[config.mk]
export PLATFORM = sky130hd
export DESIGN_NAME = terminal_escape_key_decoder_core_flat
export DESIGN_NICKNAME = d
export VERILOG_FILES = /design/src/rtl/core/tekd_pkg.sv /design/src/rtl/core/tekd_in_if.sv /design/src/rtl/core/terminal_escape_key_decoder_core.sv /design/src/rtl/core/tekd_front.sv /design/src/rtl/core/tekd_queue.sv /design/src/rtl/core/tekd_back.sv /design/src/flat_wrapper.sv
export SDC_FILE = /design/constraint.sdc
export NUM_CORES = 1
export LEC_CHECK = 0
export BUFFER_PORTS_ARGS = -buffer_cell sky130_fd_sc_hd__buf_2
export CORE_MARGIN = 10
export CORE_UTILIZATION = 35
export CTS_BUF_LIST = sky130_fd_sc_hd__clkbuf_2 sky130_fd_sc_hd__clkbuf_4 sky130_fd_sc_hd__clkbuf_8
export DETAILED_ROUTE_END_ITERATION = 7
export GPL_TIMING_DRIVEN = 0
export PLACE_DENSITY = 0.54
export SETUP_SLACK_MARGIN = 0.05
export SLEW_MARGIN = 10
export SYNTH_ARGS = -nofsm -noshare
export SYNTH_HDL_FRONTEND = slang
export SYNTH_SLANG_ARGS = --single-unit
[constraint.sdc]
create_clock -name clk -period 4.6 [get_ports clk]
set_clock_uncertainty 0.1 [all_clocks]
set_input_delay 0.23 -clock clk [delete_from_list [all_inputs] [get_ports clk]]
set_output_delay 0.23 -clock clk [all_outputs]
set_load 0.02 [all_outputs]
[src/rtl/core/tekd_pkg.sv]
// Package for the terminal escape key decoder: widths, key codes, parse phases
// and the record passed from the front parser to the back stage. No dependencies.
`default_nettype none
package tekd_pkg;
  localparam int NUMBER_BITS = 12;
  localparam int TIME_BITS = 16;
  localparam int QDEPTH = 2;

  localparam logic [1:0] CMD_BYTE = 2'd0;
  localparam logic [1:0] CMD_IDLE = 2'd1;
  localparam logic [1:0] CMD_TICK = 2'd2;
  localparam logic [1:0] CMD_RESIZE = 2'd3;

  localparam logic [3:0] MD_META = 4'd1;
  localparam logic [3:0] MD_CTRL = 4'd2;
  localparam logic [3:0] MD_ALT = 4'd4;
  localparam logic [3:0] MD_SHIFT = 4'd8;

  localparam logic [7:0] K_TAB = 8'd9;
  localparam logic [7:0] K_ESC = 8'd27;
  localparam logic [7:0] K_F0 = 8'd128;
  localparam logic [7:0] K_INSERT = 8'd141;
  localparam logic [7:0] K_DELETE = 8'd142;
  localparam logic [7:0] K_HOME = 8'd143;
  localparam logic [7:0] K_END = 8'd144;
  localparam logic [7:0] K_PGUP = 8'd145;
  localparam logic [7:0] K_PGDN = 8'd146;
  localparam logic [7:0] K_UP = 8'd147;
  localparam logic [7:0] K_DOWN = 8'd148;
  localparam logic [7:0] K_LEFT = 8'd149;
  localparam logic [7:0] K_RIGHT = 8'd150;
  localparam logic [7:0] M_LPRESS = 8'd151;
  localparam logic [7:0] M_RPRESS = 8'd152;
  localparam logic [7:0] M_MPRESS = 8'd153;
  localparam logic [7:0] M_LDRAG = 8'd154;
  localparam logic [7:0] M_RDRAG = 8'd155;
  localparam logic [7:0] M_MDRAG = 8'd156;
  localparam logic [7:0] M_LREL = 8'd157;
  localparam logic [7:0] M_RREL = 8'd158;
  localparam logic [7:0] M_MREL = 8'd159;
  localparam logic [7:0] M_WHEEL_UP = 8'd163;
  localparam logic [7:0] M_WHEEL_DOWN = 8'd164;
  localparam logic [7:0] K_RESIZE = 8'd165;
  localparam logic [8:0] NO_KEY = 9'd511;
  localparam logic [15:0] DCLICK_RESET = 16'd200;

  localparam logic [3:0] PH_IDLE = 4'd0;
  localparam logic [3:0] PH_ESC = 4'd1;
  localparam logic [3:0] PH_CSI = 4'd2;
  localparam logic [3:0] PH_NUM = 4'd3;
  localparam logic [3:0] PH_MOD = 4'd4;
  localparam logic [3:0] PH_MB = 4'd5;
  localparam logic [3:0] PH_MX = 4'd6;
  localparam logic [3:0] PH_MY = 4'd7;
  localparam logic [3:0] PH_SS3 = 4'd8;

  typedef logic [NUMBER_BITS-1:0] num_t;

  // Job from the parser: either a finished result, a mouse report whose
  // release/double-click decision belongs to the back stage, or a millisecond
  // tick that advances the double-click timer in order with the releases.
  typedef struct packed {
    logic        is_tick;
    logic        is_mouse;
    logic        release_f;
    logic        status;
    logic [7:0]  key_code;
    logic [3:0]  modifiers;
    logic [12:0] mouse_x;
    logic [12:0] mouse_y;
    logic [6:0]  button;
  } job_t;

  // Saturating decimal accumulate: n*10+d, clamped to the number range.
  function automatic num_t accumulate(input num_t n, input logic [3:0] d);
    logic [NUMBER_BITS+4:0] v;
    v = {n, 3'b000} + {2'b00, n, 1'b0} + (NUMBER_BITS+5)'(d);
    if (v > (NUMBER_BITS+5)'({NUMBER_BITS{1'b1}})) begin
      return {NUMBER_BITS{1'b1}};
    end
    return v[NUMBER_BITS-1:0];
  endfunction

  // xterm modifier parameter to a modifier mask.
  function automatic logic [3:0] param_mods(input num_t n);
    num_t m;
    m = (n == '0) ? '0 : n - num_t'(1);
    return {m[0], m[1], m[2], m[3]};
  endfunction

  // Zero-based coordinate from a one-based report, clamped at 4095.
  function automatic logic [12:0] coord(input num_t v);
    logic [12:0] c;
    c = (NUMBER_BITS > 12 && v > num_t'(4095)) ? 13'd4095 : 13'(v);
    return c - 13'd1;
  endfunction

  // Keys for CSI number ~ sequences; zero means not defined.
  function automatic logic [7:0] tilde_key(input num_t n);
    logic [7:0] k;
    k = 8'd0;
    if (n < num_t'(25)) begin
      case (n[4:0])
        5'd1, 5'd7: k = K_HOME;
        5'd2: k = K_INSERT;
        5'd3: k = K_DELETE;
        5'd4, 5'd8: k = K_END;
        5'd5: k = K_PGUP;
        5'd6: k = K_PGDN;
        5'd10, 5'd11, 5'd12, 5'd13, 5'd14, 5'd15: k = K_F0 + 8'(n[4:0] - 5'd10);
        5'd17, 5'd18, 5'd19, 5'd20, 5'd21: k = K_F0 + 8'(n[4:0] - 5'd11);
        5'd23, 5'd24: k = K_F0 + 8'(n[4:0] - 5'd12);
        default: k = 8'd0;
      endcase
    end
    return k;
  endfunction
endpackage
`default_nettype wire

[src/rtl/core/tekd_in_if.sv]
// Valid/ready channel interfaces for input events and decoded results.
// Depends on nothing.
`default_nettype none
interface tekd_in_if;
  logic       valid;
  logic       ready;
  logic [1:0] command;
  logic [7:0] byte_value;
  modport source (output valid, command, byte_value, input ready);
  modport sink (input valid, command, byte_value, output ready);
endinterface

interface tekd_out_if;
  logic        valid;
  logic        ready;
  logic        status;
  logic [7:0]  key_code;
  logic [3:0]  modifiers;
  logic [12:0] mouse_x;
  logic [12:0] mouse_y;
  modport source (output valid, status, key_code, modifiers, mouse_x, mouse_y, input ready);
  modport sink (input valid, status, key_code, modifiers, mouse_x, mouse_y, output ready);
endinterface
`default_nettype wire

[src/rtl/core/terminal_escape_key_decoder_core.sv]
// Top level of the terminal escape key decoder: parser, job queue, back stage
// and the double-click register. Depends on tekd_pkg and the channel interfaces.
//
// Accepts one event (byte, idle timeout, millisecond tick or resize) every
// cycle while the queue has room and gives at most one decoded key per
// event. A result enters the two-entry queue when its event is accepted and
// moves on to the output register when the back stage pops it from the queue.
// While the output is stalled the input keeps flowing until two more jobs
// wait in the queue behind the held result, then input ready drops until the
// back stage drains. Millisecond ticks pass through the queue as jobs, so they
// reach the double-click timer in order with mouse releases; a tick takes a
// queue entry but gives no result and never waits for the output.
`default_nettype none
module terminal_escape_key_decoder_core (
  input  wire logic        clk,
  input  wire logic        rst_n,
  tekd_in_if.sink          in_ch,
  tekd_out_if.source       out_ch,
  input  wire logic        cfg_we,
  input  wire logic [15:0] cfg_wdata
);
  logic [15:0]    dclick_r;
  logic           q_full, push, pop, q_ne;
  tekd_pkg::job_t push_job, head;

  // Double-click window register.
  always_ff @(posedge clk) begin
    if (!rst_n) dclick_r <= tekd_pkg::DCLICK_RESET;
    else if (cfg_we) dclick_r <= cfg_wdata;
  end

  tekd_front u_front (
    .clk, .rst_n,
    .in_valid(in_ch.valid), .in_ready(in_ch.ready),
    .in_command(in_ch.command), .in_byte_value(in_ch.byte_value),
    .q_full, .push, .push_job
  );

  tekd_queue u_queue (
    .clk, .rst_n, .push, .push_job, .full(q_full), .pop,
    .not_empty(q_ne), .head
  );

  tekd_back u_back (
    .clk, .rst_n, .dclick_ms(dclick_r),
    .q_not_empty(q_ne), .q_head(head), .pop,
    .out_valid(out_ch.valid), .out_ready(out_ch.ready),
    .out_status(out_ch.status), .out_key_code(out_ch.key_code),
    .out_modifiers(out_ch.modifiers), .out_mouse_x(out_ch.mouse_x),
    .out_mouse_y(out_ch.mouse_y)
  );
endmodule
`default_nettype wire

[src/rtl/core/tekd_front.sv]
// Front parser: runs the escape-sequence state machine one event per cycle
// while the queue has room, and pushes jobs into it. Depends on tekd_pkg.
`default_nettype none
module tekd_front (
  input  wire logic             clk,
  input  wire logic             rst_n,
  input  wire logic             in_valid,
  output logic                  in_ready,
  input  wire logic [1:0]       in_command,
  input  wire logic [7:0]       in_byte_value,
  input  wire logic             q_full,
  output logic                  push,
  output tekd_pkg::job_t        push_job
);
  logic [3:0]         phase_r, phase_nxt;
  tekd_pkg::num_t     code_r, code_nxt, mod_r, mod_nxt, btn_r, btn_nxt;
  tekd_pkg::num_t     col_r, col_nxt, row_r, row_nxt;
  logic               resize_r, resize_nxt;
  logic               fire, emit, digit;
  logic [3:0]         dval, pm;
  logic [7:0]         c, tk;
  tekd_pkg::job_t     job;

  assign in_ready = !q_full;
  assign fire = in_valid && in_ready;
  assign c = in_byte_value;
  assign digit = c inside {["0":"9"]};
  assign dval = c[3:0];
  assign pm = tekd_pkg::param_mods(mod_r);
  assign tk = tekd_pkg::tilde_key(code_r);

  // Next-state and result decode for one event.
  always_comb begin
    phase_nxt = phase_r;
    code_nxt = code_r;
    mod_nxt = mod_r;
    btn_nxt = btn_r;
    col_nxt = col_r;
    row_nxt = row_r;
    resize_nxt = resize_r;
    emit = 1'b0;
    job = '0;
    job.mouse_x = '1;
    job.mouse_y = '1;
    job.button = 7'(btn_r);
    case (in_command)
      // Ticks travel through the queue so they stay in order with releases.
      tekd_pkg::CMD_TICK: begin
        emit = 1'b1;
        job.is_tick = 1'b1;
      end
      tekd_pkg::CMD_RESIZE: resize_nxt = 1'b1;
      tekd_pkg::CMD_IDLE: begin
        emit = 1'b1;
        phase_nxt = tekd_pkg::PH_IDLE;
        case (phase_r)
          tekd_pkg::PH_IDLE: begin
            emit = resize_r;
            resize_nxt = 1'b0;
            job.key_code = tekd_pkg::K_RESIZE;
          end
          tekd_pkg::PH_ESC: job.key_code = tekd_pkg::K_ESC;
          tekd_pkg::PH_CSI, tekd_pkg::PH_NUM, tekd_pkg::PH_MOD: begin
            job.key_code = "[";
            job.modifiers = tekd_pkg::MD_ALT;
          end
          default: job.status = 1'b1;
        endcase
      end
      default: begin
        emit = 1'b1;
        case (phase_r)
          tekd_pkg::PH_IDLE: begin
            if (c == tekd_pkg::K_ESC) begin
              emit = 1'b0;
              phase_nxt = tekd_pkg::PH_ESC;
            end
            job.key_code = c;
          end
          tekd_pkg::PH_ESC: begin
            if (c == tekd_pkg::K_ESC) begin
              job.key_code = tekd_pkg::K_ESC;
            end else if (c == "[") begin
              emit = 1'b0;
              code_nxt = '0;
              mod_nxt = '0;
              phase_nxt = tekd_pkg::PH_CSI;
            end else if (c == "P") begin
              job.status = 1'b1;
            end else if (c == "O") begin
              emit = 1'b0;
              phase_nxt = tekd_pkg::PH_SS3;
            end else begin
              job.key_code = c;
              job.modifiers = tekd_pkg::MD_ALT;
            end
          end
          tekd_pkg::PH_CSI, tekd_pkg::PH_NUM, tekd_pkg::PH_MOD: begin
            if (digit) begin
              emit = 1'b0;
              if (phase_r == tekd_pkg::PH_CSI) begin
                code_nxt = tekd_pkg::num_t'(dval);
                phase_nxt = tekd_pkg::PH_NUM;
              end else if (phase_r == tekd_pkg::PH_NUM) begin
                code_nxt = tekd_pkg::accumulate(code_r, dval);
              end else begin
                mod_nxt = tekd_pkg::accumulate(mod_r, dval);
              end
            end else if (c == ";" && phase_r == tekd_pkg::PH_NUM) begin
              emit = 1'b0;
              mod_nxt = '0;
              phase_nxt = tekd_pkg::PH_MOD;
            end else if (c == ";" && phase_r == tekd_pkg::PH_MOD) begin
              job.status = 1'b1;
            end else begin
              // Final byte of a CSI sequence.
              job.modifiers = pm;
              case (c)
                "A": job.key_code = tekd_pkg::K_UP;
                "B": job.key_code = tekd_pkg::K_DOWN;
                "C": job.key_code = tekd_pkg::K_RIGHT;
                "D": job.key_code = tekd_pkg::K_LEFT;
                "F": job.key_code = tekd_pkg::K_END;
                "H": job.key_code = tekd_pkg::K_HOME;
                "J": begin
                  job.key_code = tekd_pkg::K_HOME;
                  job.modifiers = tekd_pkg::MD_SHIFT;
                  job.status = (code_r != tekd_pkg::num_t'(2));
                end
                "K": begin
                  job.key_code = tekd_pkg::K_END;
                  job.modifiers = tekd_pkg::MD_SHIFT;
                end
                "M": begin
                  job.key_code = tekd_pkg::K_DELETE;
                  job.modifiers = tekd_pkg::MD_CTRL;
                end
                "P": job.key_code = (code_r == tekd_pkg::num_t'(1)) ?
                                    tekd_pkg::K_F0 + 8'd1 : tekd_pkg::K_DELETE;
                "Q", "R", "S": begin
                  job.key_code = tekd_pkg::K_F0 + 8'd2 + (c - "Q");
                  job.status = (code_r != tekd_pkg::num_t'(1));
                end
                "Z": begin
                  job.key_code = tekd_pkg::K_TAB;
                  job.modifiers = pm | tekd_pkg::MD_SHIFT;
                end
                "~": begin
                  job.key_code = tk;
                  job.status = (tk == 8'd0);
                end
                "<": begin
                  emit = 1'b0;
                  btn_nxt = '0;
                  col_nxt = '0;
                  row_nxt = '0;
                  phase_nxt = tekd_pkg::PH_MB;
                end
                default: job.status = 1'b1;
              endcase
            end
          end
          tekd_pkg::PH_MB, tekd_pkg::PH_MX: begin
            if (digit) begin
              emit = 1'b0;
              if (phase_r == tekd_pkg::PH_MB) btn_nxt = tekd_pkg::accumulate(btn_r, dval);
              else col_nxt = tekd_pkg::accumulate(col_r, dval);
            end else if (c == ";") begin
              emit = 1'b0;
              phase_nxt = (phase_r == tekd_pkg::PH_MB) ? tekd_pkg::PH_MX : tekd_pkg::PH_MY;
            end else begin
              job.status = 1'b1;
            end
          end
          tekd_pkg::PH_MY: begin
            if (digit) begin
              emit = 1'b0;
              row_nxt = tekd_pkg::accumulate(row_r, dval);
            end else if (c == "m" || c == "M") begin
              // Mouse report: key decision is finished in the back stage.
              job.is_mouse = 1'b1;
              job.release_f = (c == "m");
              job.mouse_x = tekd_pkg::coord(col_r);
              job.mouse_y = tekd_pkg::coord(row_r);
              job.modifiers = pm | (btn_r[2] ? tekd_pkg::MD_SHIFT : 4'd0)
                            | (btn_r[3] ? tekd_pkg::MD_META : 4'd0)
                            | (btn_r[4] ? tekd_pkg::MD_CTRL : 4'd0);
              if (btn_r > tekd_pkg::num_t'(127)) job.button = 7'h7f;
            end else begin
              job.status = 1'b1;
            end
          end
          tekd_pkg::PH_SS3: begin
            if (c inside {["P":"S"]}) job.key_code = tekd_pkg::K_F0 + 8'd1 + (c - "P");
            else job.status = 1'b1;
          end
          default: job.status = 1'b1;
        endcase
        if (emit) phase_nxt = tekd_pkg::PH_IDLE;
      end
    endcase
    if (job.status && !job.is_mouse) begin
      job.key_code = 8'd0;
      job.modifiers = 4'd0;
    end
  end

  assign push = fire && emit;
  assign push_job = job;

  // Parser state registers.
  always_ff @(posedge clk) begin
    if (!rst_n) begin
      phase_r <= tekd_pkg::PH_IDLE;
      code_r <= '0;
      mod_r <= '0;
      btn_r <= '0;
      col_r <= '0;
      row_r <= '0;
      resize_r <= 1'b0;
    end else if (fire) begin
      phase_r <= phase_nxt;
      code_r <= code_nxt;
      mod_r <= mod_nxt;
      btn_r <= btn_nxt;
      col_r <= col_nxt;
      row_r <= row_nxt;
      resize_r <= resize_nxt;
    end
  end
endmodule
`default_nettype wire

[src/rtl/core/tekd_queue.sv]
// Two-entry job queue between the parser and the back stage.
// Depends on tekd_pkg.
`default_nettype none
module tekd_queue (
  input  wire logic            clk,
  input  wire logic            rst_n,
  input  wire logic            push,
  input  wire tekd_pkg::job_t  push_job,
  output logic                 full,
  input  wire logic            pop,
  output logic                 not_empty,
  output tekd_pkg::job_t       head
);
  tekd_pkg::job_t mem_r [tekd_pkg::QDEPTH];
  logic           wp_r, rp_r;
  logic [1:0]     cnt_r;

  assign full = (cnt_r == 2'(tekd_pkg::QDEPTH));
  assign not_empty = (cnt_r != 2'd0);
  assign head = mem_r[rp_r];

  // Storage.
  always_ff @(posedge clk) begin
    if (push) mem_r[wp_r] <= push_job;
  end

  // Pointers and fill count.
  always_ff @(posedge clk) begin
    if (!rst_n) begin
      wp_r <= 1'b0;
      rp_r <= 1'b0;
      cnt_r <= 2'd0;
    end else begin
      if (push) wp_r <= !wp_r;
      if (pop) rp_r <= !rp_r;
      cnt_r <= cnt_r + 2'(push) - 2'(pop);
    end
  end
endmodule
`default_nettype wire

[src/rtl/core/tekd_back.sv]
// Back stage: finishes mouse decoding with double-click tracking and holds
// the output register. Depends on tekd_pkg.
`default_nettype none
module tekd_back (
  input  wire logic             clk,
  input  wire logic             rst_n,
  input  wire logic [15:0]      dclick_ms,
  input  wire logic             q_not_empty,
  input  wire tekd_pkg::job_t   q_head,
  output logic                  pop,
  output logic                  out_valid,
  input  wire logic             out_ready,
  output logic                  out_status,
  output logic [7:0]            out_key_code,
  output logic [3:0]            out_modifiers,
  output logic [12:0]           out_mouse_x,
  output logic [12:0]           out_mouse_y
);
  logic [8:0]                     last_r, last_nxt;
  logic [tekd_pkg::TIME_BITS-1:0] since_r, since_nxt;
  logic                           valid_r;
  logic                           st_r;
  logic [7:0]                     key_r;
  logic [3:0]                     mods_r;
  logic [12:0]                    mx_r, my_r;
  logic                           st_nxt;
  logic [7:0]                     key_nxt;
  logic                           is_rel;
  logic [6:0]                     b;

  // A tick job gives no result, so it never waits for the output register.
  assign pop = q_not_empty && (q_head.is_tick || !valid_r || out_ready);
  assign b = q_head.button & ~7'd28;

  // Key selection for a mouse report and the release tracker.
  always_comb begin
    st_nxt = q_head.status;
    key_nxt = q_head.key_code;
    is_rel = 1'b0;
    last_nxt = last_r;
    since_nxt = since_r;
    if (pop && q_head.is_tick && since_r != '1) since_nxt = since_r + 1'b1;
    if (q_head.is_mouse) begin
      st_nxt = 1'b0;
      case (b)
        7'd0: begin key_nxt = q_head.release_f ? tekd_pkg::M_LREL : tekd_pkg::M_LPRESS;
          is_rel = q_head.release_f; end
        7'd1: begin key_nxt = q_head.release_f ? tekd_pkg::M_MREL : tekd_pkg::M_MPRESS;
          is_rel = q_head.release_f; end
        7'd2: begin key_nxt = q_head.release_f ? tekd_pkg::M_RREL : tekd_pkg::M_RPRESS;
          is_rel = q_head.release_f; end
        7'd32: key_nxt = tekd_pkg::M_LDRAG;
        7'd33: key_nxt = tekd_pkg::M_MDRAG;
        7'd34: key_nxt = tekd_pkg::M_RDRAG;
        7'd64: key_nxt = tekd_pkg::M_WHEEL_UP;
        7'd65: key_nxt = tekd_pkg::M_WHEEL_DOWN;
        default: begin
          st_nxt = 1'b1;
          key_nxt = 8'd0;
        end
      endcase
      if (pop && is_rel) begin
        if ({1'b0, key_nxt} == last_r &&
            since_r < tekd_pkg::TIME_BITS'(dclick_ms)) key_nxt = key_nxt + 8'd3;
        last_nxt = {1'b0, key_nxt};
        since_nxt = '0;
      end
    end
  end

  // Tracker registers and output register.
  always_ff @(posedge clk) begin
    if (!rst_n) begin
      last_r <= tekd_pkg::NO_KEY;
      since_r <= '1;
      valid_r <= 1'b0;
    end else begin
      last_r <= last_nxt;
      since_r <= since_nxt;
      if (pop && !q_head.is_tick) valid_r <= 1'b1;
      else if (out_ready) valid_r <= 1'b0;
    end
  end

  always_ff @(posedge clk) begin
    if (pop && !q_head.is_tick) begin
      st_r <= st_nxt;
      key_r <= key_nxt;
      mods_r <= st_nxt ? 4'd0 : q_head.modifiers;
      mx_r <= q_head.mouse_x;
      my_r <= q_head.mouse_y;
    end
  end

  assign out_valid = valid_r;
  assign out_status = st_r;
  assign out_key_code = key_r;
  assign out_modifiers = mods_r;
  assign out_mouse_x = mx_r;
  assign out_mouse_y = my_r;
endmodule
`default_nettype wire

[src/flat_wrapper.sv]
// flat-port wrapper written by rule: the top's interface ports become plain ports
module terminal_escape_key_decoder_core_flat 
  (clk, rst_n, cfg_we, cfg_wdata, in_ch_valid, in_ch_command, in_ch_byte_value, in_ch_ready, out_ch_valid, out_ch_status, out_ch_key_code, out_ch_modifiers, out_ch_mouse_x, out_ch_mouse_y, out_ch_ready);
  tekd_in_if in_ch_i ();
  tekd_out_if out_ch_i ();
  input  wire logic clk;
  input  wire logic rst_n;
  input  wire logic cfg_we;
  input  wire logic [15:0] cfg_wdata;
  input wire logic [$bits(in_ch_i.valid)-1:0] in_ch_valid;
  input wire logic [$bits(in_ch_i.command)-1:0] in_ch_command;
  input wire logic [$bits(in_ch_i.byte_value)-1:0] in_ch_byte_value;
  output wire logic [$bits(in_ch_i.ready)-1:0] in_ch_ready;
  output wire logic [$bits(out_ch_i.valid)-1:0] out_ch_valid;
  output wire logic [$bits(out_ch_i.status)-1:0] out_ch_status;
  output wire logic [$bits(out_ch_i.key_code)-1:0] out_ch_key_code;
  output wire logic [$bits(out_ch_i.modifiers)-1:0] out_ch_modifiers;
  output wire logic [$bits(out_ch_i.mouse_x)-1:0] out_ch_mouse_x;
  output wire logic [$bits(out_ch_i.mouse_y)-1:0] out_ch_mouse_y;
  input wire logic [$bits(out_ch_i.ready)-1:0] out_ch_ready;
  assign in_ch_i.valid = in_ch_valid;
  assign in_ch_i.command = in_ch_command;
  assign in_ch_i.byte_value = in_ch_byte_value;
  assign in_ch_ready = in_ch_i.ready;
  assign out_ch_valid = out_ch_i.valid;
  assign out_ch_status = out_ch_i.status;
  assign out_ch_key_code = out_ch_i.key_code;
  assign out_ch_modifiers = out_ch_i.modifiers;
  assign out_ch_mouse_x = out_ch_i.mouse_x;
  assign out_ch_mouse_y = out_ch_i.mouse_y;
  assign out_ch_i.ready = out_ch_ready;
  terminal_escape_key_decoder_core u_core (.clk(clk), .rst_n(rst_n), .in_ch(in_ch_i), .out_ch(out_ch_i), .cfg_we(cfg_we), .cfg_wdata(cfg_wdata));
endmodule
==> results of run 1 <==
==> report_power, final <==
group	switching [W]	leakage [nW]	internal [W]
clock	0.000912	0.503	0.00134
sequential	0.000124	2.13	0.00260
combinational	0.000950	4.69	0.000597
==> routing by layer <==
layer,GRT usage [%],vias to the layer above,routed length [um]
li1,-,6216,-
met3,2.60,80,1910
met1,19.5,5923,18600
met2,24.3,280,18400
met4,5.26,6,1240
met5,0,-,37
==> cells in the mapped netlist, types with 15 or more instances <==
cell,number
ha_1,154
nand2_1,149
edfxtp_1,131
nor2_1,120
o21ai_0,114
dfxtp_1,112
a21oi_1,88
inv_1,67
clkbuf_1,45
xnor2_1,43
nor3_1,38
mux2_2,35
nand3_1,31
xor2_1,30
mux2i_1,28
a21o_1,25
nor2b_1,23
o21a_1,22
nand2b_1,18
nor4_1,18
nand4_1,17
and2_1,15
==> per-stage QoR <==
step / instances / area, sq um / worst slack [ns] / hold slack [ns]
floorplan: 1592 / 15500 / 0.307 / 0.260
global placement: 2244 / 16500 / -1.92 / 0.331
detailed placement: 2247 / 16600 / 0.550 / 0.343
CTS: 2347 / 17800 / 0.737 / 0.00559
global route: 2349 / 17800 / 0.385 / 0.0255
finish: 2349 / 17800 / 0.775 / 0.0419
==> logic make-up (layout without fill, tap and decap cells) <==
family,count (synthesis),after routing,share of synthesized area [%]
buffers and inverters,120,290,3.03
AOI/OAI and AO/OA,412,412,17.6
xor gates and xnor gates,73,73,4.13
other,0,2,0
DFF,243,243,39.9
adders and majority gates,165,165,13.8
muxes,68,68,4.81
and+or+nand+nor,511,511,16.6
==> timing repair <==
| action | CTS | global route |
|---|---|---|
| endpoints found under the hold margin | 24 | 0 |
| setup buffers | 0 | 0 |
| hold buffers | 22 | 0 |
==> layout make-up <==
type	instances	area [sq um]	share of cell area, %
well taps	585	732	4.11
clock buffers	60	751	4.22
multi-input cells	1229	8840	49.7
repair buffers	92	616	3.46
plain buffers	53	218	1.22
flip-flops and latches	243	6180	34.7
diodes	2	5.00	0.0281
clock inverters	18	216	1.22
inverters	67	251	1.41
==> state kept, by name, summed over array words and instances, names as in the netlist, named ones only <==
signal	cells
u_core.u_back.out_modifiers	4
u_core.u_back.out_mouse_y	13
u_core.u_back.out_mouse_x	13
u_core.u_queue.wp_r	1
u_core.u_back.out_key_code	8
u_core.u_front.mod_r	12
u_core.u_front.row_r	12
u_core.u_back.out_valid	1
u_core.u_queue.cnt_r	2
u_core.u_back.last_r	9
u_core.u_queue.mem_r	92
u_core.dclick_r	16
u_core.u_front.btn_r	12
u_core.u_front.resize_r	1
u_core.u_front.code_r	12
u_core.u_front.phase_r	4
u_core.u_front.col_r	12
u_core.u_back.since_r	16
u_core.u_queue.rp_r	1
u_core.u_back.out_status	1
==> path summary, 6_finish.rpt <==
check / startpoint / slack [ns] / end
max reg2reg: u_core.u_front.row_r[0]$_SDFFE_PN0P_ / 0.77 / u_core.u_front.row_r[3]$_SDFFE_PN0P_
min reg2reg: u_core.u_back.last_r[8]$_SDFFE_PN1P_ / 0.35 / u_core.u_back.last_r[8]$_SDFFE_PN1P_
min: in_ch_byte_value[0] / 0.04 / u_core.u_front.col_r[0]$_SDFFE_PN0P_
max: u_core.u_front.row_r[0]$_SDFFE_PN0P_ / 0.77 / u_core.u_front.row_r[3]$_SDFFE_PN0P_
==> critical path, delay by kind of cell, from the launching register on <==
family | cells | cell delay, ns
buffers and inverters | 2 | 0.44
flip-flops | 1 | 0.54
AO/OA/AOI/OAI | 5 | 1.45
adder cells (fa/ha/maj) | 2 | 0.73
AND/OR/NAND/NOR | 2 | 0.47
==> reports/summary.md, run 1 <==
Clock-pin slew was measured on the worst setup and hold paths at 0.06 ns. Detail-routed via count per cell: 5.32. The logs give 1924 for the final layout net count and 0 for the number of maximum-capacitance constraint violations. The depth of the worst register-to-register path is 11, and the mean post-synth cell area is 9.72 sq um.

For the worst-skew pair, the clock arrives at the later sink with an insertion delay of 0.57 ns. The fraction of synthesis flops using an asynchronous set or reset pin works out to 0%. Hold violation count in the final report: 0. The path category of the worst min-delay check is in -> reg.

Once layout is complete, the utilization of the core stands at 41.1%. The initial antenna violation count is 5. The fraction of synthesized cell area taken by the top area cell type works out to 25.4%.

No sink is reached through more buffers than the 3 on the longest clock path. The portion of the clock cycle consumed by the worst path in the final layout came out at 83.2%. Yosys attributes the largest share of cell area to edfxtp_1 25%, dfxtp_1 14%, ha_1 12%, o21ai_0 3.7%, nand2_1 3.6%. Dividing total power by cell area gives a power density of 366 mW/mm^2.

For the number of DRC violations after detailed routing, the log shows 0. For the number of primary I/O pins, the log shows 72. After routing, the total negative slack on setup checks comes to 0 ns. The clock period minus worst slack came out at 3.83 ns. The kind of capture point of the worst setup path is a flip-flop. The transition at the pin with the smallest max-transition slack was 0.981 ns; the net count after synthesis was 1787. For the highest clock frequency the design can meet, the log shows 0.261 GHz. The run gives 7.32 nW as the leakage power of the design.

The flow ran to the end, and the final reports show no timing, DRC or antenna violations. The detail-routed net length per standard cell works out to 17.1 um. The number of instances in the synthesized netlist is 1592.

The synthesized design spends more area on one cell type than any other, namely edfxtp_1. For this design, the slowest cell found on the critical path is a211oi_1. In this run, CTS created clock tree buffers numbering 43.

From synthesis to final layout, the design area changed by 15.1%. The initialized floorplan defines 76 standard-cell rows. Die height: 230 um. The tools report the number of detailed-routing iterations run before antenna repair as 5. Walking the worst path, the cells encountered are fa_1 > inv_1 > fa_1 > nor2b_1 > o31a_1 > o221a_2 > or4_1 > a211oi_1 > buf_2 > a211oi_1 > o21a_1. Counting every sink on the clock net gives 243. At the end of routability-driven placement, the weighted congestion stood at 0.900.

For the total overflow reported by the global router, the log shows 0. The tools report the global-route usage over all layers as 14.9%. The floorplan die width is 230 um, and the sum of routed wire length over all layers is 40200 um. The tools report the count of nets left with antenna violations after detail routing as 0. Commonest register cell after synthesis: edfxtp_1. The number of buffers added on ports was 67.

The cell area after technology mapping was 0.0155 sq mm; the worst endpoint data arrival time was 4.17 ns. In the final layout, the share of cells above drive strength 1 is 12.5%. The tools report the via count of the first global-routing pass as 12351.

In this run, the number of DRC markers left after iteration 0 of detailed routing was 941. The worst setup path is of the reg -> reg kind. The estimated wirelength of the detail-placed design is 30100 um. The largest fanout on the critical path is 10. The worst hold path passes through 3 cells. After clock tree synthesis, the repair step resized 0 gates. The overall via count from detail_route came out at 12505. For the effective utilization at floorplan, the log shows 35.7%.

The number of pins with negative max-slew slack in the final report was 0; the area of the placeable core was 0.0434 sq mm. The number of different library cells in the post-synthesis netlist came out at 88. Entering global routing, the biggest net connects 32 pins. TritonCTS built the clock tree. Yosys mapped a number of flops with a built-in enable equal to 131. Setup repair after global routing left no endpoint under its margin.

Sequential area share after synthesis: 39.9%. In this run the clock root is driven by a clkbuf_8. STA classifies the critical path startpoint as a flip-flop. In the layout the commonest cells are 154 x ha_1, 149 x nand2_1, 131 x edfxtp_1. At the worst endpoint, the required time is 4.94 ns. The tools report the number of levels the H-tree was split into as 2. The tools report the wire length of the first global-routing pass as 65600 um. The run gives 0.00652 W as the power consumption.

The tools report the number of warning messages in the yosys log as 0. Setup violations remaining at the end of the flow were counted as 0. The die covers 0.0530 sq mm. For this run, the slowest stage of the critical path takes 0.55 ns. In this run the tightest slew margin relative to its limit is 34.1%. The number of storage elements in the synthesis netlist works out to 243. The library cell used most frequently in the layout, excluding fill and tap cells, is ha_1. Across the VDD grid, the largest voltage drop is 0.184 mV. For the number of filler cells placed in the layout, the log shows 4323.
(Power assumes the default switching activity.)
==> inputs of run 2 (changes only) <==
--- a/config.mk
+++ b/config.mk
@@ -11,7 +11,7 @@
 export CTS_BUF_LIST = sky130_fd_sc_hd__clkbuf_2 sky130_fd_sc_hd__clkbuf_4 sky130_fd_sc_hd__clkbuf_8
 export DETAILED_ROUTE_END_ITERATION = 7
 export GPL_TIMING_DRIVEN = 0
-export PLACE_DENSITY = 0.54
+export PLACE_DENSITY = 0.52
 export SETUP_SLACK_MARGIN = 0.05
 export SLEW_MARGIN = 10
 export SYNTH_ARGS = -nofsm -noshare
==> constraint.sdc (replaced) <==
create_clock -name clk -period 3.8 [get_ports clk]
set_clock_uncertainty 0.1 [all_clocks]
set_input_delay 0.19 -clock clk [delete_from_list [all_inputs] [get_ports clk]]
set_output_delay 0.19 -clock clk [all_outputs]
set_load 0.02 [all_outputs]
==> run 2 against run 1 <==
First-iteration DRC count is 6.2% lower. Fmax up 9.1%. Flip-flop and latch count stayed put. Die area unchanged. Critical path depth unchanged. Power is 18% higher. Sequential power up 21%. Clock power rose by 12%. Routed wire length is 1.6% higher. Register-to-register slack worse by 0.48 ns. Global-route usage grew 0.18 points. Critical path type unchanged. Largest power group unchanged.
==> reports/summary.md, run 2 (same netlist as run 1, synthesis figures left out) <==
The cell sitting at the root of the clock tree is a clkbuf_8. TritonCTS created 44 clock buffers. The reg-to-reg setup timing slack came out at 0.29 ns. In this run, the combinational gates consume 24.5% of the power. The top cell types in the final layout, fill and taps aside, are 154 x ha_1, 149 x nand2_1, 131 x edfxtp_1. The number of cells on the worst reg-to-reg path is 11. Clock latency on the worst-skew pair, taken at its later pin, is 0.58 ns. Leakage power of the design: 7.31 nW. Routability-driven placement finished with a final weighted congestion of 0.898.

The initial antenna violation count was 1; the cell depth of the worst min-delay path was 2. In this run the power density over the cells is 432 mW/mm^2. The hold violation count in the final report is 0, and the estimated wirelength of the detail-placed design is 30300 um. The initial utilization of the core area, before any placement, comes to 35.7%. The count of nets left with antenna violations after detail routing is 0. The path class of the tightest hold or removal check is in -> reg. The run gives 0.285 GHz as the highest clock frequency the design can meet.

The library cell used most frequently in the layout, excluding fill and tap cells, is ha_1. Of the cells placed in the final design, the portion with a size suffix greater than 1 is 13.4%. Across all layers, the routed design uses 12529 vias. Summed over all nets, wire length on met3 after detailed routing comes to 1840 um. For this design the total switching power over the nets is 0.00238 W. In the final layout, the registers with the most flip-flops are u_core.u_queue.mem_r x92, u_core.dclick_r x16, u_core.u_back.since_r x16. The first routing iteration left 883 violations. The clock group share of total power was 32.6%. CTS sink count: 243. Excluding fillers, the count of instances in the completed layout stands at 2347. Detail-routed net length per standard cell: 17.4 um. Input and output buffers added on the ports amount to 67. The kind of capture point of the worst setup path was a flip-flop. The die height was 230 um. In this run the number of H-tree levels came out at 2. For the number of detailed-routing iterations run before antenna repair, the log shows 5. The tools report the part of the power in registers as 42.9%. The largest fanout on the critical path came out at 11. Ranked by flip-flop count, first place goes to u_core.u_queue.mem_r. The critical path is of the reg -> reg type. After filler insertion, the fill cell instance count of the layout stands at 4327. The number of primary I/O pins was 72; the clock period minus worst slack was 3.51 ns. Using the TritonRoute via totals, the vias-per-cell ratio works out to 5.34.

The worst min-delay path startpoint is in_ch_command[0]. The number of flip-flops under the largest register name was 92. TritonCTS built the clock tree. Summed over all layers, the global routing overflow is 0.

The floorplan die area is 0.0530 sq mm, and the global-route usage over all layers is 15.1%. At the end of the flow the core is filled with cells to 41.0%. The switching share of power is 31.0%, and the total routed wire length on the met1 layer is 19400 um. Setup violations remaining at the end of the flow were counted as 0. The floorplan step defined a core boundary enclosing 0.0434 sq mm. The area growth from synthesis to layout works out to 15.0%. After detailed routing, the total wire length is 40900 um. The number of cells in the design after placement was 2247; the number of buffers between clock root and the deepest sink was 3.

Source of the worst register-to-register timing path: u_core.u_front.code_r[1]$_SDFFE_PN0P_. Routed signal wires occupy layers up through met5. For the worst setup path, the data required time is 3.97 ns.

The worst setup path is launched from a flip-flop. Data on the critical path arrives at its endpoint at 3.68 ns. The floorplan step set the die width to 230 um. For this run, the post-layout net count is 1926. The number of pins with negative max-slew slack in the final report came out at 0.

The via count of the first global-routing pass is 12424. The end point of the most critical hold path is u_core.u_queue.mem_r[1][48]$_DFFE_PP_. Summed over all nets, wire length on met2 after detailed routing comes to 18400 um. Row generation in the floorplan step produced 76 rows. The internal power of the cells totals 0.00531 W.

In this run the critical register-to-register path is captured at u_core.u_queue.mem_r[1][37]$_DFFE_PP_. Setup repair after global routing could not meet its margin everywhere. The first global-routing pass estimated 66200 um of wire. The run gives 43.0% as the worst relative slew slack. The flow ran to the end, and the final reports show no timing, DRC or antenna violations.

The tools report the maximum number of pins on one net before global-route repair as 28. The post-CTS clock slew at the launch and capture registers of the worst setup and hold paths was 0.05 ns; the portion of the clock cycle consumed by the worst path in the final layout was 92.3%. The tool flagged a number of max-cap violations equal to 0. The number of DRC violations after detailed routing was 0; the peak supply drop was 0.218 mV. For the pin with the worst max-slew slack, the measured transition is 0.855 ns.
==> run 2: stage by stage <==
stage | hold slack [ns] | setup WS, ns | setup TNS [ns] | instance area [sq um] | total power (W)
2_1_floorplan | 0.220 | 0.268 | 0 | 15500 | 0.00462
3_3_place_gp | 0.321 | -1.45 | -136.97 | 16500 | 0.00517
3_5_place_dp | 0.329 | -0.378 | -17.72 | 16600 | 0.00521
4_1_cts | 0.00123 | 0.0879 | 0 | 17700 | 0.00779
5_1_grt | 0.0986 | 0.0525 | 0 | 17800 | 0.00811
6_report | 0.0422 | 0.293 | 0 | 17800 | 0.00768
==> run 2: critical path, cell delays in order, from the launching register on <==
cell and delay (ns):
dfxtp_2 0.47, inv_1 0.18, ha_1 0.21, clkbuf_1 0.19, o31a_1 0.31, o21a_1 0.28, a221oi_1 0.36, o21ai_0 0.21
nor4b_2 0.29, o221ai_2 0.21, o211ai_4 0.23, a31oi_1 0.15
==> run 2: worst max-delay path by stage <==
stage	start	to	depth (start not counted)
floorplan	u_core.u_front.phase_r[2]$_SDFFE_PN0P_	u_core.u_queue.mem_r[0][0]$_DFFE_PP_	8
global placement	in_ch_byte_value[2]	u_core.u_queue.mem_r[0][25]$_DFFE_PP_	10
detailed placement	in_ch_byte_value[1]	u_core.u_queue.cnt_r[1]$_SDFF_PN0_	15
CTS	u_core.u_front.mod_r[0]$_SDFFE_PN0P_	u_core.u_front.mod_r[10]$_SDFFE_PN0P_	11
global route	u_core.u_front.phase_r[2]$_SDFFE_PN0P_	u_core.u_queue.cnt_r[1]$_SDFF_PN0_	14
finish	u_core.u_front.code_r[1]$_SDFFE_PN0P_	u_core.u_queue.mem_r[1][37]$_DFFE_PP_	11
==> run 2: cell type report <==
| type | instances | area, sq um | area share, % |
|---|---|---|---|
| sequential | 243 | 6180 | 34.7 |
| buffer | 53 | 223 | 1.25 |
| clock inverter | 14 | 116 | 0.654 |
| timing repair buffer | 92 | 616 | 3.46 |
| inverter | 67 | 251 | 1.41 |
| antenna | 1 | 2.50 | 0.0141 |
| multi-input combinational | 1230 | 8900 | 50.0 |
| clock buffer | 62 | 772 | 4.34 |
| tap | 585 | 732 | 4.11 |
==> run 2: timing repair <==
action	CTS	global route
hold buffers	22	0
cloned	0	1
endpoints found under the setup margin	48	124
endpoints found under the hold margin	26	0
pin swaps	0	1
setup buffers	0	0
resized for setup	4	16
==> run 2: routing by layer <==
metal  track usage (%)  up-vias
met1              20.0     5964
li1                  -     6224
met2              24.2      257
met5                 0        -
met4              5.30        2
met3              2.70       82
==> run 2: power groups by stage <==
stage	Clock, W	Combinational, W	Sequential, W
floorplan	0	0.00113	0.00349
global placement	0	0.00181	0.00336
detailed placement	0	0.00187	0.00335
CTS	0.00259	0.00190	0.00330
global route	0.00270	0.00208	0.00333
finish	0.00251	0.00188	0.00330
==> inputs of run 3 (changes only) <==
--- a/config.mk
+++ b/config.mk
@@ -5,7 +5,7 @@
 export SDC_FILE = /design/constraint.sdc
 export NUM_CORES = 1
 export LEC_CHECK = 0
-export BUFFER_PORTS_ARGS = -buffer_cell sky130_fd_sc_hd__buf_2
+export BUFFER_PORTS_ARGS = -buffer_cell sky130_fd_sc_hd__clkbuf_2
 export CORE_MARGIN = 10
 export CORE_UTILIZATION = 35
 export CTS_BUF_LIST = sky130_fd_sc_hd__clkbuf_2 sky130_fd_sc_hd__clkbuf_4 sky130_fd_sc_hd__clkbuf_8
==> run 3 against run 2 <==
Power fell by 2.3%. Routed wire length fell by 0.61%. Sequential power barely moved. Critical path type unchanged.
==> reports/summary.md, run 3 (same netlist as run 1, synthesis figures left out) <==
Entering global routing, the biggest net connects 28 pins. The flow ran to the end, and the final reports show no timing, DRC or antenna violations. The number of buffers between clock root and the deepest sink is 3.

Number of DRC violations after detailed routing: 0. Violation count after the first detailed-route iteration: 894. The delay contributed by the slowest stage of the critical path is 0.66 ns, and the area growth from synthesis to layout is 14.7%. The transition at the pin with the smallest max-transition slack is 0.833 ns.

In the global route stage, overall resource usage came out at 14.9%. The switching power is 0.00237 W, and the highest clock frequency the design can meet is 0.279 GHz. The number of maximum-capacitance constraint violations was 0; the total number of placement rows was 76. In this run, the clock network consumes 31.1% of the power. The tools report the hold violation count in the final report as 0. IR analysis of the VDD net gives a maximum drop of 0.213 mV. The register with the most flip-flops in the layout has 92 of them.

Summed over all failing endpoints, the final setup total negative slack is 0 ns. Of all nets on the critical path, the largest fanout is 26. The number of detailed-routing iterations run before antenna repair is 5, and the final layout net count is 1927. Critical path class: reg -> reg.

Across the whole layout, storage elements account for 0.00618 sq mm. The run gives 0 as the total overflow reported by the global router. The run gives 7.30 nW as the leakage power of the design. TritonCTS built the clock tree. The worst setup path is launched from a flip-flop. Buffers placed on the I/O ports in this run total 67.

Measured along the y axis, the die boundary spans 230 um. Setup repair after global routing could not meet its margin everywhere. Once detailed placement completed, the half-perimeter wirelength came to 30500 um. The logs give 0.0446 ns for the smallest hold slack and 72 for the number of primary I/O pins. After clock tree synthesis, the clock-pin slew on the worst setup and hold paths is 0.06 ns. The die covers 0.0530 sq mm. The switching share of power was 31.5%; the depth of the worst register-to-register path was 8. Clock tree synthesis inserted a total of 43 buffers. The run gives 0.895 as the routability congestion estimate from global placement. The clock drives 243 sinks. The final instance count without filler cells is 2349. Number of pins with negative max-slew slack in the final report: 0. The library cells used most frequently in the layout, excluding fill and tap cells, are 154 x ha_1, 149 x nand2_1, 131 x edfxtp_1. For the number of cells in the design after placement, the log shows 2248. The most frequent standard cell in the layout excluding fill and tap cells is ha_1.

Kind of cell with the highest combined delay on the critical path: compound AO/OA/AOI/OAI gates. For the worst relative slew slack, the log shows 43.7%. STA classifies the critical path endpoint as a flip-flop. For this block, the routed nets add up to 40600 um of wire. More flip-flops sit in one register than any other, and that register is u_core.u_queue.mem_r. After detailed placement, the total cell area comes to 0.0166 sq mm.

The buffers plus inverters on the worst setup path came out at 1. The floorplan die width is 230 um, and the clock latency reported for the late side of the worst-skew pair is 0.59 ns. The number of filler cells placed in the layout was 4306. Across all layers, the routed design uses 12559 vias. Using the TritonRoute via totals, the vias-per-cell ratio works out to 5.35. Of the total power, combinational logic draws 25.0%.

Via count of the first global-routing pass: 12412. The first global-routing pass estimated 65400 um of wire. In this run the worst hold path is classified as in -> reg. In this run the power density over the cells is 423 mW/mm^2. For this configuration, the core starts out at a cell density of 35.7%. The cell sitting at the root of the clock tree is a clkbuf_8. Setup violations remaining at the end of the flow were counted as 0.

The fraction of layout instances using a drive strength above 1 is 13.2%, and the number of levels the H-tree was split into is 2. After detailed routing, the average wire length per cell comes to 17.3 um. The logs give 1 for the initial antenna violation count and 40.9% for the final design utilization.

Summing all multi-input logic gate instances after layout gives 0.00888 sq mm. The count of nets left with antenna violations after detail routing is 0, and the worst endpoint data arrival time is 3.75 ns. The internal portion of the total power is 0.00514 W.

The post-route cell area was 0.0177 sq mm. The worst path uses 94.2% of the clock period. The critical path goes through nor2_1 > nand2_1 > a21o_1 > a21oi_1 > a2111oi_2 > a31oi_1 > and2_2 > buf_12.

The largest registers in the layout are u_core.u_queue.mem_r x92, u_core.dclick_r x16, u_core.u_back.since_r x16. Counting buffers and inverters, the worst setup path is 8 cells deep. In this run, flip-flops and latches consume 43.9% of the power.

The cell depth of the worst min-delay path is 2. The tools report the area of the placeable core as 0.0434 sq mm. Among all stages on the critical path, the largest delay is contributed by and2_2. The tools report the data required time at the worst endpoint as 3.97 ns. The worst path needs 3.58 ns of the cycle, external delays included.
## run 3: layer usage
| metal | GRT usage [%] | wire length, um |
|---|---|---|
| met1 | 19.7 | 19100 |
| met2 | 24.3 | 18700 |
| met3 | 2.60 | 1810 |
| met4 | 4.73 | 1000 |
| met5 | 0 | 13 |
## run 3: per-stage QoR
| stage | power, W | worst slack [ns] |
|---|---|---|
| finish | 0.00751 | 0.220 |
| global route | 0.00794 | 0.00210 |
| CTS | 0.00764 | 0.0971 |
| detailed placement | 0.00523 | -0.392 |
| global placement | 0.00518 | -1.44 |
| floorplan | 0.00462 | 0.268 |
## run 3: layout make-up
cell class | instances | share of cell area, %
antenna | 1 | 0.0141
buffer | 53 | 1.24
clock buffer | 64 | 4.26
clock inverter | 12 | 0.331
inverter | 67 | 1.42
multi-input combinational | 1229 | 50.0
sequential | 243 | 34.8
tap | 585 | 4.13
timing repair buffer | 95 | 3.72
## run 3: repair_timing
action / CTS / global route
endpoints found under the hold margin: 24 / 0
gates resized for setup: 4 / 11
pin swaps: 0 / 1
setup endpoints to repair: 25 / 73
hold buffers: 23 / 0
setup buffers: 0 / 1
gates cloned: 0 / 0
## run 3: final timing paths
check,from,end,slack (ns)
worst max-delay path,u_core.u_front.phase_r[0]$_SDFFE_PN0P_,u_core.u_queue.mem_r[1][21]$_DFFE_PP_,0.22
worst min-delay path,in_ch_byte_value[0],u_core.u_front.mod_r[0]$_SDFFE_PN0P_,0.04
worst max register to register,u_core.u_front.phase_r[0]$_SDFFE_PN0P_,u_core.u_queue.mem_r[1][21]$_DFFE_PP_,0.22
worst min register to register,u_core.u_back.last_r[8]$_SDFFE_PN1P_,u_core.u_back.last_r[8]$_SDFFE_PN1P_,0.34
## run 3: worst register-to-register path: stages (launching register included)
cell       delay, ns
dfxtp_1         0.38
nor2_1          0.36
nand2_1         0.16
a21o_1          0.29
a21oi_1         0.48
a2111oi_2       0.22
a31oi_1         0.35
and2_2          0.66
buf_12          0.27
## run 3: power by group through the flow
stage               clock network [W]  logic [W]  registers (W)
finish                        0.00234    0.00188        0.00329
global route                  0.00254    0.00207        0.00333
detailed placement                  0    0.00188        0.00335
CTS                           0.00243    0.00191        0.00330
global placement                    0    0.00181        0.00337
floorplan                           0    0.00113        0.00349
